<file path="config.mk">
export PLATFORM = sky130hd
export DESIGN_NAME = flit_stream_eject_checker_core
export DESIGN_NICKNAME = d
export VERILOG_FILES = /design/src/fesc_pkg.sv /design/src/fesc_port_state.sv /design/src/fesc_check.sv /design/src/flit_stream_eject_checker_core.sv
export SDC_FILE = /design/constraint.sdc
export NUM_CORES = 1
export LEC_CHECK = 0
export BUFFER_PORTS_ARGS = -buffer_cell sky130_fd_sc_hd__buf_2
export CAP_MARGIN = 20
export CORE_MARGIN = 1.5
export CORE_UTILIZATION = 30
export CTS_BUF_LIST = sky130_fd_sc_hd__clkbuf_8
export DETAILED_ROUTE_END_ITERATION = 8
export GPL_ROUTABILITY_DRIVEN = 1
export PLACE_DENSITY = 0.57
export SYNTH_ARGS = -nofsm -noshare
export SYNTH_HDL_FRONTEND = slang
export SYNTH_SLANG_ARGS = --single-unit
export TNS_END_PERCENT = 1
</file>
<file path="constraint.sdc">
create_clock -name clk -period 7 [get_ports clk]
set_clock_uncertainty 0.15 [all_clocks]
set_input_delay 2.1 -clock clk [delete_from_list [all_inputs] [get_ports clk]]
set_output_delay 2.1 -clock clk [all_outputs]
set_load 0.01 [all_outputs]
</file>
<file path="src/fesc_pkg.sv">
package fesc_pkg;

  localparam int COORD_W     = 4;
  localparam int PORT_W      = 3;
  localparam int KIND_W      = 3;
  localparam int INDEX_W     = 6;
  localparam int COUNT_W     = 16;
  localparam int PLEN_W      = 7;
  localparam int STATUS_W    = 4;
  localparam int IN_DATA_W   = 40;
  localparam int IN_USER_W   = 3;
  localparam int OUT_DATA_W  = 24;
  localparam int CFG_INDEX_W = 2;
  localparam int CFG_DATA_W  = 7;

  typedef enum logic [KIND_W-1:0] {
    KIND_HEAD   = 3'd0,
    KIND_BODY   = 3'd1,
    KIND_TAIL   = 3'd2,
    KIND_SINGLE = 3'd3
  } kind_t;

  typedef enum logic [STATUS_W-1:0] {
    ST_OK    = 4'd0,
    ST_SEQ   = 4'd1,
    ST_DEST  = 4'd2,
    ST_SRC   = 4'd3,
    ST_SENT  = 4'd4,
    ST_INDEX = 4'd5,
    ST_LEN   = 4'd6,
    ST_KIND  = 4'd7,
    ST_WARN  = 4'd8
  } status_t;

  typedef enum logic [CFG_INDEX_W-1:0] {
    CFG_LOCAL_X       = 2'd0,
    CFG_LOCAL_Y       = 2'd1,
    CFG_LOCAL_Z       = 2'd2,
    CFG_PACKET_LENGTH = 2'd3
  } cfg_reg_t;

  typedef struct packed {
    logic [COORD_W-1:0] z;
    logic [COORD_W-1:0] y;
    logic [COORD_W-1:0] x;
  } coord_t;

  typedef struct packed {
    logic [PORT_W-1:0]  port;
    logic [KIND_W-1:0]  kind;
    logic [INDEX_W-1:0] index;
    coord_t             source;
    coord_t             dest;
    logic               sent;
  } flit_t;

  typedef struct packed {
    logic               receiving;
    logic [INDEX_W-1:0] expected_index;
    coord_t             held_source;
    logic [COUNT_W-1:0] count;
  } port_entry_t;

  typedef struct packed {
    coord_t            node;
    logic [PLEN_W-1:0] packet_length;
  } cfg_t;

  typedef struct packed {
    logic [PORT_W-1:0]  port_out;
    status_t            status;
    logic               done;
    logic [COUNT_W-1:0] count;
  } result_t;

endpackage

</file>
<file path="src/fesc_port_state.sv">
module fesc_port_state #(
  parameter int PORTS = 6
) (
  input  logic                        clk,
  input  logic                        rst_n,
  input  logic [fesc_pkg::PORT_W-1:0] port,
  output fesc_pkg::port_entry_t       rd_entry,
  input  logic                        wr_en,
  input  fesc_pkg::port_entry_t       wr_entry
);
  import fesc_pkg::*;

  port_entry_t entry_r [PORTS];

  // Ports outside the table read as an idle, empty entry and are never written.
  always_comb begin
    rd_entry = '0;
    for (int p = 0; p < PORTS; p++) begin
      if (int'(port) == p) begin
        rd_entry = entry_r[p];
      end
    end
  end

  always_ff @(posedge clk) begin
    if (!rst_n) begin
      for (int p = 0; p < PORTS; p++) begin
        entry_r[p] <= '0;
      end
    end else if (wr_en) begin
      for (int p = 0; p < PORTS; p++) begin
        if (int'(port) == p) begin
          entry_r[p] <= wr_entry;
        end
      end
    end
  end

endmodule

</file>
<file path="src/fesc_check.sv">
module fesc_check #(
  parameter int PORTS            = 6,
  parameter int MAX_PACKET_FLITS = 64
) (
  input  fesc_pkg::flit_t       flit,
  input  fesc_pkg::port_entry_t entry,
  input  fesc_pkg::cfg_t        cfg,
  output fesc_pkg::result_t     res,
  output fesc_pkg::port_entry_t entry_nxt
);
  import fesc_pkg::*;

  logic               port_ok;
  logic               dest_ok;
  logic               src_ok;
  logic               len_ok;
  logic [INDEX_W-1:0] inc;
  logic [INDEX_W-1:0] next_index;
  logic [COUNT_W-1:0] count_inc;
  status_t            status;
  logic               done;

  assign port_ok   = int'(flit.port) < PORTS;
  assign dest_ok   = (flit.dest == cfg.node);
  assign src_ok    = (flit.source == entry.held_source);
  // The tail length compare is done without wrap on the index.
  assign len_ok    = (PLEN_W'({1'b0, entry.expected_index}) + PLEN_W'(1)) ==
                     cfg.packet_length;
  assign inc       = entry.expected_index + INDEX_W'(1);
  assign next_index = (int'(inc) >= MAX_PACKET_FLITS) ? '0 : inc;
  assign count_inc = entry.count + COUNT_W'(1);

  // Checks run in a fixed order; the first failure wins and keeps the state.
  always_comb begin
    status    = ST_OK;
    done      = 1'b0;
    entry_nxt = entry;
    case (flit.kind) inside
      KIND_HEAD: begin
        if (entry.receiving)                       status = ST_SEQ;
        else if (!dest_ok)                         status = ST_DEST;
        else if (!flit.sent)                       status = ST_SENT;
        else if (flit.index != entry.expected_index) status = ST_INDEX;
        else begin
          entry_nxt.expected_index = next_index;
          entry_nxt.receiving      = 1'b1;
          entry_nxt.held_source    = flit.source;
        end
      end
      KIND_BODY, KIND_TAIL: begin
        if (!entry.receiving)                      status = ST_SEQ;
        else if (!dest_ok)                         status = ST_DEST;
        else if (!src_ok)                          status = ST_SRC;
        else if (!flit.sent)                       status = ST_SENT;
        else if (flit.kind == KIND_TAIL && !len_ok) status = ST_LEN;
        else if (flit.index != entry.expected_index) status = ST_INDEX;
        else if (flit.kind == KIND_BODY) begin
          entry_nxt.expected_index = next_index;
        end else begin
          entry_nxt.expected_index = '0;
          entry_nxt.receiving      = 1'b0;
          entry_nxt.count          = count_inc;
          done                     = 1'b1;
        end
      end
      KIND_SINGLE: begin
        if (entry.receiving)                       status = ST_SEQ;
        else if (!dest_ok)                         status = ST_DEST;
        else if (!flit.sent)                       status = ST_SENT;
        else if (flit.index != '0)                 status = ST_INDEX;
        else begin
          entry_nxt.count = count_inc;
          done            = 1'b1;
          if (cfg.packet_length != PLEN_W'(1)) status = ST_WARN;
        end
      end
      default: status = ST_KIND;
    endcase
  end

  always_comb begin
    res.port_out = flit.port;
    if (port_ok) begin
      res.status = status;
      res.done   = done;
      res.count  = entry_nxt.count;
    end else begin
      res.status = ST_SEQ;
      res.done   = 1'b0;
      res.count  = '0;
    end
  end

endmodule

</file>
<file path="src/flit_stream_eject_checker_core.sv">
// Eject-side flit sequence checker for a wormhole network node.
// Each request on the in_ channel is one flit ejected on one of PORTS ports.
// It is checked against that port's receive state (idle or receiving, the
// expected flit index and the source latched from the head flit), and one
// result request leaves on the out_ channel for every flit taken in.
// The cfg_ channel writes the node coordinates and the expected packet
// length; it is always ready and is meant to be used while no flit is in
// flight.
// Each accepted flit waits in the input register, where the port entry is
// read and checked, and then moves into the result register, loaded at
// the edge that writes the entry back; out_tvalid rises once it is loaded.
// Throughput is one flit per cycle while the result register can move,
// since a port's state is written back at the same edge that loads the
// next flit into the input register, which then reads the updated entry.
// A result left waiting on a low out_tready holds its value; the input
// register keeps taking a flit as long as the result register can move,
// and in_tready drops only when both stages are full and out_tready is low.
// A synchronous reset (rst_n low) empties both stages, sets every port idle
// with zero index, source and packet count, and loads the reset configuration.
module flit_stream_eject_checker_core #(
  parameter int PORTS            = 6,
  parameter int MAX_PACKET_FLITS = 64
) (
  input  logic                             clk,
  input  logic                             rst_n,
  // in_tdata, from bit 0: port[3], flit_index[6], source_x/y/z[4 each],
  // dest_x/y/z[4 each], packet_was_sent[1], zero padding.
  input  logic                             in_tvalid,
  output logic                             in_tready,
  input  logic [fesc_pkg::IN_DATA_W-1:0]   in_tdata,
  // in_tuser: flit_kind[3].
  input  logic [fesc_pkg::IN_USER_W-1:0]   in_tuser,
  // out_tdata, from bit 0: port_out[3], status[4], packets_received[16],
  // zero padding.
  output logic                             out_tvalid,
  input  logic                             out_tready,
  output logic [fesc_pkg::OUT_DATA_W-1:0]  out_tdata,
  // out_tlast: packet_done.
  output logic                             out_tlast,
  input  logic                             cfg_valid,
  output logic                             cfg_ready,
  input  logic [fesc_pkg::CFG_INDEX_W-1:0] cfg_index,
  input  logic [fesc_pkg::CFG_DATA_W-1:0]  cfg_data
);
  import fesc_pkg::*;

  cfg_t        cfg_r;
  cfg_t        cfg_nxt;
  logic        s1_valid_r;
  logic        s1_valid_nxt;
  flit_t       s1_flit_r;
  logic        out_valid_r;
  logic        out_valid_nxt;
  result_t     out_res_r;
  flit_t       in_flit;
  port_entry_t rd_entry;
  port_entry_t entry_nxt;
  result_t     res;
  logic        in_fire;
  logic        out_load;

  // Unpack the incoming request.
  assign in_flit.port   = in_tdata[2:0];
  assign in_flit.index  = in_tdata[8:3];
  assign in_flit.source.x = in_tdata[12:9];
  assign in_flit.source.y = in_tdata[16:13];
  assign in_flit.source.z = in_tdata[20:17];
  assign in_flit.dest.x = in_tdata[24:21];
  assign in_flit.dest.y = in_tdata[28:25];
  assign in_flit.dest.z = in_tdata[32:29];
  assign in_flit.sent   = in_tdata[33];
  assign in_flit.kind   = in_tuser;

  // The checked flit moves into the result register whenever that register
  // is empty or being drained; the port entry is updated at the same edge.
  assign out_load  = s1_valid_r && (!out_valid_r || out_tready);
  assign in_tready = !s1_valid_r || out_load;
  assign in_fire   = in_tvalid && in_tready;
  assign cfg_ready = 1'b1;

  always_comb begin
    cfg_nxt = cfg_r;
    if (cfg_valid) begin
      unique case (cfg_index)
        CFG_LOCAL_X:       cfg_nxt.node.x        = cfg_data[COORD_W-1:0];
        CFG_LOCAL_Y:       cfg_nxt.node.y        = cfg_data[COORD_W-1:0];
        CFG_LOCAL_Z:       cfg_nxt.node.z        = cfg_data[COORD_W-1:0];
        CFG_PACKET_LENGTH: cfg_nxt.packet_length = cfg_data;
        default:           cfg_nxt = cfg_r;
      endcase
    end
  end

  always_comb begin
    s1_valid_nxt = s1_valid_r;
    if (in_fire) begin
      s1_valid_nxt = 1'b1;
    end else if (out_load) begin
      s1_valid_nxt = 1'b0;
    end
    out_valid_nxt = out_valid_r;
    if (out_load) begin
      out_valid_nxt = 1'b1;
    end else if (out_tready) begin
      out_valid_nxt = 1'b0;
    end
  end

  always_ff @(posedge clk) begin
    if (!rst_n) begin
      cfg_r.node          <= '0;
      cfg_r.packet_length <= PLEN_W'(1);
      s1_valid_r          <= 1'b0;
      out_valid_r         <= 1'b0;
    end else begin
      cfg_r       <= cfg_nxt;
      s1_valid_r  <= s1_valid_nxt;
      out_valid_r <= out_valid_nxt;
    end
  end

  // Payload registers carry no reset.
  always_ff @(posedge clk) begin
    if (in_fire) begin
      s1_flit_r <= in_flit;
    end
    if (out_load) begin
      out_res_r <= res;
    end
  end

  fesc_port_state #(
    .PORTS(PORTS)
  ) u_state (
    .clk      (clk),
    .rst_n    (rst_n),
    .port     (s1_flit_r.port),
    .rd_entry (rd_entry),
    .wr_en    (out_load),
    .wr_entry (entry_nxt)
  );

  fesc_check #(
    .PORTS            (PORTS),
    .MAX_PACKET_FLITS (MAX_PACKET_FLITS)
  ) u_check (
    .flit      (s1_flit_r),
    .entry     (rd_entry),
    .cfg       (cfg_r),
    .res       (res),
    .entry_nxt (entry_nxt)
  );

  assign out_tvalid = out_valid_r;
  assign out_tlast  = out_res_r.done;
  assign out_tdata  = {1'b0, out_res_r.count, out_res_r.status, out_res_r.port_out};

endmodule

</file>
; After elaboration in Yosys (flattened, before gate mapping)
; Memory sizes are Yosys's and may differ from the RTL's.
; Index checks and enable logic that the tools add are counted.
; W data, S select, Z words.
[op_classes]
add_sub_neg = 3
multipliers = 0
div_mod_pow = 0
n_lt_le_gt_ge = 1
n_eq_ne = 16
n_shift = 0
n_mux = 100
bitwise = 7
reduce_logical = 20
[ops]
columns = cell, count
row1 = $mux W35, 12
row2 = $mux W16, 14
row3 = $mux W19, 4
row4 = $mux W7, 8
row5 = $mux W4, 13
row6 = $mux W1, 43
row7 = $eq A12 B12 Y1, 2
row8 = $add A16 B1 Y16 const B, 1
row9 = $eq A3 B3 Y1 const B, 4
row10 = $mux W12, 1
row11 = $mux W3, 4
row12 = $eq A3 B2 Y1 const B, 3
row13 = $reduce_and A2 Y1, 4
row14 = $add A6 B1 Y7 const B, 1
row15 = $eq A7 B7 Y1, 1
row16 = $ne A7 B1 Y1 const B, 1
row17 = $add A6 B1 Y6 const B, 1
row18 = $logic_not A3 Y1, 2
row19 = $mux W6, 1
row20 = $ne A6 B6 Y1, 1
row21 = $or A1 B1 Y1, 6
row22 = $reduce_bool A6 Y1, 1
row23 = $eq A2 B2 Y1 const B, 2
row24 = $reduce_bool A2 Y1, 2
row25 = other kinds (9), 15
[totals]
regBits = 82
latch_bits = 0
mem_bits_rw = 210
mem_bits_ro = 0
in_bits = 57
output_inout_bits = 28
wordCells = 168
memories = 1
[mem_list]
columns = name, depth, width, read_ports, rd_clocked_by_memory_dff, write_ports, line
row1 = u_state.entry_r, 6, 35, 6, 0, 6, fesc_port_state.sv:13  ; port_entry_t entry_r [PORTS];

; Longest topological paths before layout
[depth]
word_depth = 19
mapped_depth = 17
mapped_depth_nobuf = 14

; Modules after synthesis
; From an unflattened synthesis, not the netlist that was laid out.
[hier_totals]
hier_cells = 1092
area_unflattened_um2 = 14353.8
[by_module_without_submodules]
columns = module, instances, cells_each, area_per_inst_um2, seq_area_each_um2
row1 = fesc_port_state, 1, 660, 9813.2, 6306.0
row2 = flit_stream_eject_checker_core, 1, 148, 2686.3, 2252.2
row3 = fesc_check, 1, 284, 1854.3, 0.0

; Least setup slack after synthesis
; Ideal clock, no wire load.
[synth_timing]
kind = in2reg
from = input out_tready
to = memory u_state.entry_r[0][0] in the netlist's numbering, enable pin
setup_ps = 525
arrival_time_ps = 5964
required_time_ps = 6325
path_slack_ps = 361
path_stages = 3
path_buffers = 0
path_cell_list = nor2b_1 nand2b_1 o41ai_1
[synth_rtl]
columns = element, line
row1 = from (decl), flit_stream_eject_checker_core.sv:36  ; input logic out_tready,
row2 = to (decl), fesc_port_state.sv:13

==> metrics.log <==
[metrics] gp weighted congestion: 0.794
[metrics] number of resized instances in the post-cts repair step: 0
[metrics] Detailed Routing Iterations Pass 1: 5
[metrics] number of input and output port buffers inserted: 76
[metrics] drt via density: 4.97
[metrics] ys async rst share: 0%
[metrics] largest net degree at the start of global routing: 40
[metrics] flip-flop and latch count after synthesis: 292
[metrics] Slew Limit Headroom: 25.8%
[metrics] residual DRC count: 0
[metrics] number of instances in the synthesized netlist: 1139
[metrics] Final HPWL DP: 22900 um
[metrics] average cell area after synthesis: 12.3 um2
[metrics] number of sinks handled by clock tree synthesis: 292
[metrics] final cycle utilization of the critical path: 79.6%
[metrics] IR drop worst, VDD: 0.113 mV
[metrics] Warnings, synthesis: 0
[metrics] leakage dissipation: 5.83 nW
[metrics] Primary FF master, synth: edfxtp_1
[metrics] insertion delay to the later sink of the worst-skew pair: 600 ps
[metrics] number of placed I/O pins: 85
[metrics] worst hold slack across all endpoints: 338 ps
[metrics] count of standard-cell rows: 79
[metrics] starting density of the core: 30.3%
[metrics] final setup TNS: 0 ps
[metrics] maximum fanout along the worst path: 23
[metrics] kind of critical path: reg2reg
[metrics] die span in y: 219 um
[metrics] Critical Path RT: 7140 ps
[metrics] EDFF count, synth: 271
[metrics] final cell area excluding filler cells: 0.0160 mm2
[metrics] worst path setup slack after routing: 1430 ps
[metrics] area of the mapped netlist: 0.0140 mm2
[metrics] setup-violating endpoint count in the final report: 0
[metrics] all-layer global routing usage: 15.0%
[metrics] depth of the worst register-to-register path: 13
[metrics] via count: 9307
[metrics] Routed WL: 36100 um
[metrics] number of hold violations in the final report: 0
[metrics] max-slew violation count: 0
[metrics] Core Box Area: 0.0464 mm2
[metrics] fraction of the yosys area taken by sequential cells: 61.0%
[metrics] number of global-route vias before repair: 9503
[metrics] nets: 1284
[metrics] post-CTS setup-driven buffer insertion count: 0
[metrics] Max H-tree Level: 2
[metrics] RSZ-0062 raised after global routing: no
[metrics] Cell variety after synth: 83
[metrics] CTS Root Buffer Type: clkbuf_8
[metrics] share of final-layout standard cells stronger than drive strength 1: 18.7%
[metrics] Clock Tree Buf Depth: 3
[metrics] die width: 219 um
[metrics] post-layout minimum cycle time: 5570 ps
[metrics] worst hold path class: reg2reg
[metrics] maximum clock frequency: 180 MHz
[metrics] Setup Slack @ Placement: 1540 ps
[metrics] outcome: completed
[metrics] antenna violations before repair: 0
[metrics] kind of launch point of the worst setup path: flop
[metrics] number of CTS-inserted buffers: 49
[metrics] worst slew pin tran: 1110 ps
[metrics] cell depth of the worst hold path: 2
[metrics] number of hold-repair buffers added at the cts stage: 0
[metrics] wire length of the first global-routing pass: 55200 um
[metrics] critical path arrival: 5710 ps
[metrics] power per cell area: 240 mW/mm2
[metrics] area of the die: 0.0481 mm2
[metrics] DR WL/cell: 19.3 um
[metrics] placement-stage cell area: 0.0150 mm2
[metrics] count of max-cap constraint violations: 0
[metrics] Mapped Nets: 1198
[metrics] capturing element type of the critical path: flop
[metrics] grt total ovfl: 0
[metrics] ANT nets after route: 0
[metrics] clock slew seen by the registers of the worst setup and hold paths: 60 ps
[metrics] Area growth syn-to-layout: 13.6%
[metrics] Iteration-0 DRC Markers: 711
[metrics] CTS tree: built
[report_power, final]
group / internal [W] / switching, W
Combinational: 0.000129 / 0.000240
Sequential: 0.00199 / 0.0000390
Clock: 0.000734 / 0.000700
[layout make-up]
class	instances	area, um2
Antenna cell	1	2.50
Clock buffer	53	729
Clock inverter	36	179
Fill cell	4582	30400
Inverter	34	128
Multi-Input combinational cell	743	4960
Sequential cell	292	8560
Tap cell	607	759
Timing Repair Buffer	105	638
[cell families after synthesis]
group                    count (synthesis)  synth area share [%]
AND/OR/NAND/NOR                        432                  14.5
multiplexers                            91                  8.25
buffers and inverters                  104                  3.89
AO/OA/AOI/OAI                          156                  8.14
flip-flops                             292                  61.0
adder cells (fa/ha/maj)                  2                 0.178
other                                    2                0.0535
XOR/XNOR                                60                  4.06
[through the flow]
stage	power (W)	utilization, %	cells
floorplan	0.00231	-	1139
global placement	0.00243	32.3	1779
detailed placement	0.00243	32.3	1779
CTS	0.00387	34.3	1868
global route	0.00398	34.4	1870
finish	0.00383	34.4	1871
[registers in the layout, indices dropped and copies added (netlist names)]
name,flops
cfg_r,19
out_tdata,23
out_tlast,1
out_tvalid,1
s1_flit_r,37
s1_valid_r,1
u_state.entry_r,210
[placed cells by master, fill, tap and decap left out, drive strengths merged, types with 5 or more instances in the layout]
cell type,n
edfxtp,271
nor2,255
buf,105
mux2i,64
clkbuf,53
inv,53
o21ai,46
nor3,44
nand2,43
xnor2,31
xor2,29
a21oi,23
dfxtp,21
mux4,19
nand3,16
clkinv,15
o211ai,14
nor4,13
nand4,11
nand3b,10
nor2b,9
a31oi,9
mux2,8
or3,8
a22oi,7
o22ai,6
o21bai,6
nand2b,5
a221o,5
a21o,5
o221ai,5
[cell usage after synthesis, types with 6 or more instances]
library cell | instances | area (um2)
a22oi_1 | 7 | 52.6
clkbuf_1 | 35 | 131
inv_1 | 31 | 116
nor2_1 | 252 | 946
mux2i_1 | 64 | 641
or3_1 | 6 | 37.5
nor3_1 | 43 | 215
o211ai_1 | 13 | 97.6
nor2b_1 | 9 | 56.3
buf_6 | 11 | 124
nand4_1 | 11 | 68.8
a21oi_1 | 23 | 115
nor4_1 | 8 | 50.1
mux4_2 | 19 | 428
a31oi_1 | 8 | 50.1
dfxtp_1 | 21 | 420
nand3_1 | 16 | 80.1
buf_4 | 7 | 52.6
xnor2_1 | 28 | 245
nand3b_1 | 9 | 67.6
o21ai_1 | 16 | 80.1
o21ai_2 | 8 | 70.1
nand2_1 | 43 | 161
edfxtp_1 | 271 | 8140
o21bai_1 | 6 | 45.0
o21ai_0 | 22 | 110
o22ai_1 | 6 | 37.5
mux2_2 | 8 | 90.1
buf_2 | 10 | 50.1
xor2_1 | 26 | 228
[path summary, 6_finish.rpt]
check | startpoint | endpoint | slack, ps
worst min register to register | cfg_r[0] | cfg_r[0] | 340
worst max register to register | s1_flit_r[35] | u_state.entry_r[0][40] | 1430
worst min-delay path | cfg_r[0] | cfg_r[0] | 340
worst max-delay path | s1_flit_r[35] | u_state.entry_r[0][40] | 1430
[worst max-delay path, cell delays in order, from the launching register on]
cell and delay (ps):
edfxtp_1 1050, and3b_1 590, a221o_1 420, ha_1 360, xnor2_1 110, nor2b_1 130
mux2i_1 160, and4bb_1 230, a21oi_1 320, o31ai_4 150, a41oi_2 840, nor2_1 110
xor2_1 510, nor2_1 100
[metal layers]
layer | global-route usage (%) | part of all wire (%) | routed length, um
met1 | 19.9 | 44 | 16000
met2 | 25.0 | 48 | 17500
met3 | 2.55 | 5.1 | 1840
met4 | 4.82 | 2.3 | 823
met5 | 0 | 0 | 0
No activity file was read; power rests on OpenSTA's default activity.
